`config.mk`:
```
export PLATFORM = sky130hd
export DESIGN_NAME = gcd_cell
export DESIGN_NICKNAME = d
export VERILOG_FILES = /design/src/hw/rtl/gcd_pkg.sv /design/src/hw/rtl/gcd_cell.sv
export SDC_FILE = /design/constraint.sdc
export NUM_CORES = 2
export LEC_CHECK = 0
export CORE_UTILIZATION = 45
export CTS_BUF_LIST = sky130_fd_sc_hd__clkbuf_4 sky130_fd_sc_hd__clkbuf_8
export CTS_CLUSTER_DIAMETER = 30
export DETAILED_ROUTE_END_ITERATION = 7
export DONT_BUFFER_PORTS = 1
export PLACE_DENSITY_LB_ADDON = 0.08
export SLEW_MARGIN = 20
export SYNTH_ARGS = -nofsm -noshare
export SYNTH_HDL_FRONTEND = slang
export SYNTH_SLANG_ARGS = --single-unit
export TNS_END_PERCENT = 5
```
`constraint.sdc`:
```
create_clock -name clk -period 9.55 [get_ports clk]
set_input_delay 0.4775 -clock clk [delete_from_list [all_inputs] [get_ports clk]]
set_output_delay 0.4775 -clock clk [all_outputs]
set_load 0.1 [all_outputs]
```
`src/hw/rtl/gcd_pkg.sv`:
```
// Shared types, codes and denomination constants for the greedy change dispenser.
// Used by gcd_cell and greedy_change_dispenser; depends on nothing else.
package gcd_pkg;

  // Field widths
  localparam int COUNT_BITS  = 16;
  localparam int AMOUNT_BITS = 20;
  localparam int SLOT_BITS   = 4;
  localparam int STATUS_BITS = 3;
  localparam int DENOM_BITS  = 13;
  localparam int NUM_SLOTS   = 11;

  // Width of count * denomination, and a working width that holds every operand
  localparam int CD_BITS   = COUNT_BITS + DENOM_BITS;
  localparam int WIDE_BITS = (CD_BITS > AMOUNT_BITS) ? CD_BITS : AMOUNT_BITS;

  localparam logic [SLOT_BITS-1:0] LAST_SLOT = SLOT_BITS'(NUM_SLOTS - 1);

  // Request codes
  localparam logic FUNC_LOAD   = 1'b0;
  localparam logic FUNC_CHANGE = 1'b1;

  // Status codes
  localparam logic [STATUS_BITS-1:0] STATUS_EXACT     = 3'd0;
  localparam logic [STATUS_BITS-1:0] STATUS_EMPTY     = 3'd1;
  localparam logic [STATUS_BITS-1:0] STATUS_LACKING   = 3'd2;
  localparam logic [STATUS_BITS-1:0] STATUS_UNDERPAID = 3'd3;
  localparam logic [STATUS_BITS-1:0] STATUS_LOADED    = 3'd4;

  // Denominations in pence, largest first
  localparam logic [DENOM_BITS-1:0] DENOM [NUM_SLOTS] = '{
    13'd5000, 13'd2000, 13'd1000, 13'd500, 13'd100, 13'd50,
    13'd20, 13'd10, 13'd5, 13'd2, 13'd1
  };

  // Reciprocals floor((2^AMOUNT_BITS - 1) / d); the estimate is low by at most one
  localparam logic [63:0] AMOUNT_FULL = (64'd1 << AMOUNT_BITS) - 64'd1;
  localparam logic [AMOUNT_BITS-1:0] RECIP [NUM_SLOTS] = '{
    AMOUNT_BITS'(AMOUNT_FULL / 64'd5000), AMOUNT_BITS'(AMOUNT_FULL / 64'd2000),
    AMOUNT_BITS'(AMOUNT_FULL / 64'd1000), AMOUNT_BITS'(AMOUNT_FULL / 64'd500),
    AMOUNT_BITS'(AMOUNT_FULL / 64'd100),  AMOUNT_BITS'(AMOUNT_FULL / 64'd50),
    AMOUNT_BITS'(AMOUNT_FULL / 64'd20),   AMOUNT_BITS'(AMOUNT_FULL / 64'd10),
    AMOUNT_BITS'(AMOUNT_FULL / 64'd5),    AMOUNT_BITS'(AMOUNT_FULL / 64'd2),
    AMOUNT_BITS'(AMOUNT_FULL / 64'd1)
  };

  // Input word
  typedef struct packed {
    logic                   func;
    logic [SLOT_BITS-1:0]   slot;
    logic [COUNT_BITS-1:0]  count;
    logic [AMOUNT_BITS-1:0] owed;
    logic [AMOUNT_BITS-1:0] offered;
  } in_word_t;

  // Result word
  typedef struct packed {
    logic [SLOT_BITS-1:0]   denom_slot;
    logic [COUNT_BITS-1:0]  pieces;
    logic                   last;
    logic [STATUS_BITS-1:0] status;
    logic [AMOUNT_BITS-1:0] credit;
  } out_word_t;

  // Remaining amount handed from cell to cell
  typedef struct packed {
    logic                   go;
    logic [AMOUNT_BITS-1:0] rem;
  } wave_t;

  // Till slot load command
  typedef struct packed {
    logic                  en;
    logic [COUNT_BITS-1:0] count;
  } load_t;

  // Top-level sequencer
  typedef enum logic {
    S_IDLE,
    S_RUN
  } run_state_t;

endpackage

```
`src/hw/rtl/gcd_cell.sv`:
```
// One till slot: holds its piece count and pays its share of the remaining amount.
// Depends on gcd_pkg; instantiated once per denomination by greedy_change_dispenser.
module gcd_cell (
  input  logic                                 clk,
  input  logic                                 rst_n,
  input  logic [gcd_pkg::DENOM_BITS-1:0]       denom,
  input  logic [gcd_pkg::AMOUNT_BITS-1:0]      recip,
  input  gcd_pkg::load_t                       load,
  input  gcd_pkg::wave_t                       wave_in,
  output gcd_pkg::wave_t                       wave_out,
  output logic [gcd_pkg::COUNT_BITS-1:0]       pieces,
  output logic                                 empty
);

  localparam int AB = gcd_pkg::AMOUNT_BITS;
  localparam int CB = gcd_pkg::COUNT_BITS;
  localparam int CD = gcd_pkg::CD_BITS;
  localparam int WB = gcd_pkg::WIDE_BITS;
  localparam int PB = 2 * gcd_pkg::AMOUNT_BITS;

  // Control and till state
  logic          phase_r, phase_nxt;
  logic          go_r, go_nxt;
  logic [CB-1:0] count_r, count_nxt;
  logic [CD-1:0] cd_r, cd_nxt;

  // Working registers
  logic [AB-1:0] rem_r, rem_nxt;
  logic [PB-1:0] prod_r, prod_nxt;
  logic          all_r, all_nxt;
  logic [CD-1:0] cdm_r, cdm_nxt;
  logic [AB-1:0] rem_out_r, rem_out_nxt;
  logic [CB-1:0] pieces_r, pieces_nxt;

  logic [WB-1:0] denom_w, q0, qd, r0, qf, rf;
  logic          fix;

  // Finish the quotient: estimate is low by at most one
  always_comb begin
    denom_w = WB'(denom);
    q0      = WB'(prod_r[PB-1:AB]);
    qd      = q0 * denom_w;
    r0      = WB'(rem_r) - qd;
    fix     = (r0 >= denom_w);
    qf      = fix ? q0 + WB'(1) : q0;
    rf      = fix ? r0 - denom_w : r0;
  end

  // Next state: load, take the amount in, then pay out
  always_comb begin
    phase_nxt   = 1'b0;
    go_nxt      = 1'b0;
    count_nxt   = count_r;
    cd_nxt      = cd_r;
    rem_nxt     = rem_r;
    prod_nxt    = prod_r;
    all_nxt     = all_r;
    cdm_nxt     = cdm_r;
    rem_out_nxt = rem_out_r;
    pieces_nxt  = pieces_r;

    if (load.en) begin
      count_nxt = load.count;
      cd_nxt    = CD'(CD'(load.count) * CD'(denom));
    end

    if (wave_in.go) begin
      phase_nxt = 1'b1;
      rem_nxt   = wave_in.rem;
      prod_nxt  = PB'(wave_in.rem) * PB'(recip);
      all_nxt   = (WB'(wave_in.rem) >= WB'(cd_r));
      cdm_nxt   = CD'(WB'(cd_r) - WB'(wave_in.rem));
    end

    if (phase_r) begin
      go_nxt = 1'b1;
      if (all_r) begin
        // stock runs out: pay every piece held
        pieces_nxt  = count_r;
        rem_out_nxt = AB'(WB'(rem_r) - WB'(cd_r));
        count_nxt   = '0;
        cd_nxt      = '0;
      end else begin
        pieces_nxt  = qf[CB-1:0];
        rem_out_nxt = rf[AB-1:0];
        count_nxt   = count_r - qf[CB-1:0];
        cd_nxt      = CD'(WB'(cdm_r) + rf);
      end
    end
  end

  // Control and till registers
  always_ff @(posedge clk) begin
    if (!rst_n) begin
      phase_r <= 1'b0;
      go_r    <= 1'b0;
      count_r <= '0;
      cd_r    <= '0;
    end else begin
      phase_r <= phase_nxt;
      go_r    <= go_nxt;
      count_r <= count_nxt;
      cd_r    <= cd_nxt;
    end
  end

  // Working registers
  always_ff @(posedge clk) begin
    rem_r     <= rem_nxt;
    prod_r    <= prod_nxt;
    all_r     <= all_nxt;
    cdm_r     <= cdm_nxt;
    rem_out_r <= rem_out_nxt;
    pieces_r  <= pieces_nxt;
  end

  assign wave_out.go  = go_r;
  assign wave_out.rem = rem_out_r;
  assign pieces       = pieces_r;
  assign empty        = (count_r == '0);

endmodule

```
---- Yosys cells after proc, flatten, opt, wreduce, memory -nomap -nowiden ----
Index checks and enable logic that the tools add are counted.
storage, ports and cells
  register bits after elaboration ......... 173
  input port bits ......................... 73
  output and inout port bits .............. 38
operators by class
  add/subtract/negate cells ............... 7
  multiply operators ...................... 3
  order comparisons ....................... 2
  muxes and demuxes ....................... 12
  reductions and logical operators ........ 2
operator list
  cell                                           count
  two-way mux 29 bit                             4
  two-way mux 16 bit                             5
  multiplier 20 x 20 -> 40 bit                   1
  adder 29 bit                                   1
  greater-or-equal comparator 20 x 29 -> 1 bit   1
  greater-or-equal comparator 29 x 13 -> 1 bit   1
  multiplier 16 x 13 -> 29 bit                   1
  multiplier 20 x 13 -> 29 bit                   1
  subtractor 20 x 29 -> 29 bit                   1
  subtractor 29 x 13 -> 29 bit                   1
  subtractor 29 x 20 -> 29 bit                   1
  two-way mux 20 bit                             1
  subtractor 20 bit                              1
  adder 16 x 1 -> 16 bit, second input constant  1
  logical NOT 16 bit                             1
  subtractor 16 bit                              1
  two-way mux 1 bit                              2
  nonzero test 2 bit                             1

---- Longest topological paths before layout ----
  word-level depth ........................ 7
  gate-level depth with buffers ........... 47
  gate-level depth less buffers ........... 42

---- Worst setup path after synthesis ----
Ideal clock, no wire load.
  kind .................................... input -> register
  from .................................... input port denom[5] (netlist bit)
  to ...................................... register cd_r[28]
  setup time .............................. 115 ps
  arrival ................................. 9730 ps
  setup slack ............................. -294 ps
  cell stages on the path ................. 41
  path buffers ............................ 5
  path through ............................ clkbuf_1 > clkbuf_1 > nand2_1 > fa_1 > inv_1 > fa_1 > inv_1 > fa_1 > fa_1 > fa_1 > inv_1 > fa_1 > inv_1 > ha_1 > buf_2 > a21oi_1 > o21ai_0 > nor2b_2 > [5 not listed] > nand2_1 > buf_2 > buf_6 > mux2i_1 > ha_1 > fa_1 > a211oi_1 > o21ai_0 > nand3_1 > a31oi_1 > o41ai_1 > o31ai_1 > a31oi_1 > o21ai_0 > xor2_1 > xnor2_1 > nor2_1 > o21a_1
between the ends
  cells in the longest elaborated chain, start to end .. 7
  elaborated cells on any way between the ends .. 10
ends and longest elaborated chain
  item                                                                                          RTL line                        source
  start: declaration                                                                            gcd_cell.sv:6                   input logic [gcd_pkg::DENOM_BITS-1:0] denom,
  multiplier 20 x 13 -> 29 bit                                                                  gcd_cell.sv:42                  qd = q0 * denom_w;
  subtractor 20 x 29 -> 29 bit                                                                  gcd_cell.sv:43                  r0 = WB'(rem_r) - qd;
  subtractor 29 x 13 -> 29 bit or greater-or-equal comparator 29 x 13 -> 1 bit (tied branches)  gcd_cell.sv:46, gcd_cell.sv:44
  two-way mux 29 bit                                                                            gcd_cell.sv:46                  rf = fix ? r0 - denom_w : r0;
  adder 29 bit                                                                                  gcd_cell.sv:87                  cd_nxt = CD'(WB'(cdm_r) + rf);
  two-way mux 29 bit                                                                            gcd_cell.sv:77                  if (all_r) begin
  two-way mux 29 bit (*)                                                                        gcd_cell.sv:75                  if (phase_r) begin
  end signal: assignment                                                                        gcd_cell.sv:103                 cd_r <= cd_nxt;
  end: declaration                                                                              gcd_cell.sv:25                  logic [CD-1:0] cd_r, cd_nxt;
Mark *: on every way between the ends. The rest lies on a longest branch, timed or not. The select of a mux whose other input is x is not followed.
A chain may end at the register's enable or synchronous reset.

---- Final worst setup path ----
  from .................................... register prod_r[22]
  to ...................................... register cd_r[26]
between the ends
  cells in the longest elaborated chain, start to end .. 7
  elaborated cells on any way between the ends .. 8
ends and longest elaborated chain
  item                                                                                          RTL line                        source
  start: declaration                                                                            gcd_cell.sv:29                  logic [PB-1:0] prod_r, prod_nxt;
  start signal: assignment                                                                      gcd_cell.sv:110                 prod_r <= prod_nxt;
  multiplier 20 x 13 -> 29 bit (*)                                                              gcd_cell.sv:42
  subtractor 20 x 29 -> 29 bit (*)                                                              gcd_cell.sv:43
  subtractor 29 x 13 -> 29 bit or greater-or-equal comparator 29 x 13 -> 1 bit (tied branches)  gcd_cell.sv:46, gcd_cell.sv:44
  two-way mux 29 bit (*)                                                                        gcd_cell.sv:46
  adder 29 bit (*)                                                                              gcd_cell.sv:87
  two-way mux 29 bit (*)                                                                        gcd_cell.sv:77
  two-way mux 29 bit (*)                                                                        gcd_cell.sv:75
Mark *: on every way between the ends. The rest lies on a longest branch, timed or not.

==> impl_metrics.ini <==
[detailed_routing]
drc = 0
viasPerCell = 5.28
avgRoutedWirePerCell_microns = 20.4
routed.top_layer = met4
wl_microns = 114000
routed-wl-met2_microns = 54700
dr.pass1.iters = 5
dr.first_iter.drc_count = 1676
drt.antenna.violating_nets = 0
wl_met1_microns = 52200
via_count = 29500
met3WireLength_microns = 5160

[synth]
yosys_register_bits = 153
synth_compound_area_share_pct = 8.48
syn_area_sq_um = 38700
synth_fp_nets = 5525
syn_inst = 4363
syn_area_per_cell_sq_um = 8.88
synthSimpleGateAreaFrac_pct = 17.3
async_flop_share_pct = 0
ys_warn_count = 0
synth_flop_cell = edfxtp_1
synthMuxAreaShare_pct = 1.31
ys_seq_area_share_pct = 10.6
synth_edf_count = 106
synth_top_family_by_area = adder cells
ys_types = 82
synthAdderAreaFrac_pct = 48.5
synth_xor_area_share_pct = 3.85

[job]
maxCapViolations = 0

[cts]
cts_tree = yes
path_clk_slew_ns = 0.14
worstSkewPairLatency_ns = 0.57
h-tree-depth = 4
root_buffer = clkbuf_8
cts_max_path_buffers = 2
numCtsBuffers = 17
clock_sinks = 153

[hold_path]
hp-class = in -> reg
holdPathStages = 1
hold_start = wave_in[20]
hold_end = phase_r

[timing]
fin_ws_ns = 0.154
fin_skew_ns = 0.0452
maxSlewViolCount = 0
max_slew_margin_pct = 33.7
setup_viol = 0
tightest_slew_ns = 0.997
fin_crit_sh_pct = 98.4
fmax_mhz = 106
min_period_ns = 9.40
hold_viol_final = 0
grt_setup_unrepaired = yes

[setup_path]
cp-end-kind = register
r2r-end = cd_r[26]
path_class = reg -> reg
cp_max_fo = 11
crit_top_cell = buf_4
r2r_start = prod_r[22]
worstPathRequired_ns = 10.00
slowest_delay_ns = 0.52
r2r_cells = 43
critical_path.startpoint = prod_r[22]
arrival_ns = 9.85
r2r_slack_ns = 0.15
worst_setup_path_start_kind = register
cpMaxStageDelayCell = fa_1

[final_layout]
final_common_cell = inv_1
syn_to_final_growth_pct = 8.89
layout.nets = 5600
drive_above_1_share_pct = 8.25
final_cell_mix = 803 x inv_1, 686 x fa_1, 629 x nand2_1, 392 x ha_1, 376 x and2_1

[placement]
gp_congestion = 0.946
dpl_worst_slack_ns = -0.250
hpwlAfterDp_microns = 91200
io_buffers = 0

[global_route]
grt_pass1_wl_microns = 181000
grt_max_degree = 63
overflow = 0
gr-usage-all-layers_pct = 27.2
grt_pass1_vias = 31200
antenna_found_initial = 2

[floorplanning]
initial_core_util_pct = 45.5
core_area_sq_um = 85100
rows = 107
die_x_microns = 295
die_area_sq_um = 87200
num_io_pins = 111
die-height_microns = 295

[run_status]
outcome = finished, final reports clean
## through the flow
stage,setup TNS [ns],utilization (%),area [sq um],hold slack (ns),cells
6_report,0,49.5,42200,0.0500,5597
3_5_place_dp,-1.92,48.2,41000,0.578,5514
2_1_floorplan,0,-,38800,0.499,4363
4_1_cts,-0.0439,49.3,42000,0.0000921,5590
5_1_grt,-2.95,49.5,42200,0.0185,5596
3_3_place_gp,-0.892,48.2,41000,0.571,5514
## Yosys cell counts (5+ instances only)
library cell / instances / share of area [%]
a211oi_1: 16 / 0.31
a21boi_0: 15 / 0.29
a21o_1: 52 / 1.0
a21oi_1: 134 / 1.7
a31oi_1: 20 / 0.32
a41oi_1: 7 / 0.16
and2_1: 376 / 6.1
and3_1: 25 / 0.40
buf_1: 7 / 0.068
clkbuf_1: 194 / 1.9
dfxtp_1: 47 / 2.4
edfxtp_1: 106 / 8.2
fa_1: 689 / 36
ha_1: 400 / 13
inv_1: 803 / 7.8
mux2_2: 14 / 0.41
mux2i_1: 35 / 0.90
nand2_1: 631 / 6.1
nand2b_1: 20 / 0.32
nand3_1: 37 / 0.48
nand4_1: 25 / 0.40
nor2_1: 148 / 1.4
nor2b_1: 26 / 0.42
nor3_1: 38 / 0.49
nor4_1: 14 / 0.23
o211ai_1: 11 / 0.21
o21a_1: 26 / 0.50
o21ai_0: 103 / 1.3
o21bai_1: 16 / 0.31
o221ai_1: 5 / 0.11
o22ai_1: 28 / 0.45
o31ai_1: 13 / 0.25
or2_2: 10 / 0.16
or3_1: 14 / 0.23
xnor2_1: 95 / 2.1
xor2_1: 71 / 1.6
## flip-flops by register name (all words and copies together) (netlist names)
name and flops:
rem_r 20, pieces 16, rem_out_r 20, cd_r 29, count_r 16, go_r 1
cdm_r 29, phase_r 1, prod_r 20, all_r 1
## layout make-up
class / count / area (sq um)
Clock buffer: 17 / 234
Antenna cell: 2 / 5.00
Clock inverter: 15 / 191
Inverter: 803 / 3010
Multi-Input combinational cell: 3198 / 31100
Tap cell: 1144 / 1430
Sequential cell: 153 / 4130
Timing Repair Buffer: 265 / 2090
Fill cell: 8261 / 43000
## critical path: cells and delay by family (launching register included)
family,cells,cell delay (ns)
buf+inv,12,1.39
mux,1,0.36
fa+ha+maj,9,3.37
flops,1,0.42
compound gates,8,1.36
simple gates,11,2.05
xor+xnor,2,0.31
## routing by layer
metal | GRT usage, % | up-vias
li1 | - | 13800
met1 | 37.5 | 15000
met2 | 46.2 | 656
met3 | 2.95 | 107
met4 | 5.81 | 0
met5 | 0 | -
## worst max-delay path by stage
stage / end / depth (start not counted) / slack, ns
final: cd_r[26] / 43 / 0.15
after global routing: count_r[15] / 41 / -0.30
after CTS: cd_r[28] / 38 / -0.02
after detailed placement: count_r[14] / 39 / -0.25
after global placement: count_r[14] / 39 / -0.19
after floorplan: count_r[14] / 41 / 0.0005
## logic make-up (layout without fill, tap and decap cells)
kind of cell | after synthesis | count (layout)
XOR/XNOR | 168 | 168
AND/OR/NAND/NOR | 1386 | 1386
multiplexers | 49 | 49
other | 0 | 2
flip-flops | 153 | 153
buffers and inverters | 1012 | 1100
AO/OA/AOI/OAI | 506 | 506
adder cells (fa/ha/maj) | 1089 | 1089
## timing repair
item / CTS / global route
resized for setup: 34 / 36
hold endpoints to repair: 48 / 0
hold buffers: 24 / 0
setup endpoints to repair: 17 / 24
gates cloned: 0 / 0
setup buffers: 20 / 5
pin swaps: 14 / 16
Power is not shown: default switching activity piles up to over one toggle a cycle in this logic, so the estimate is an artifact.
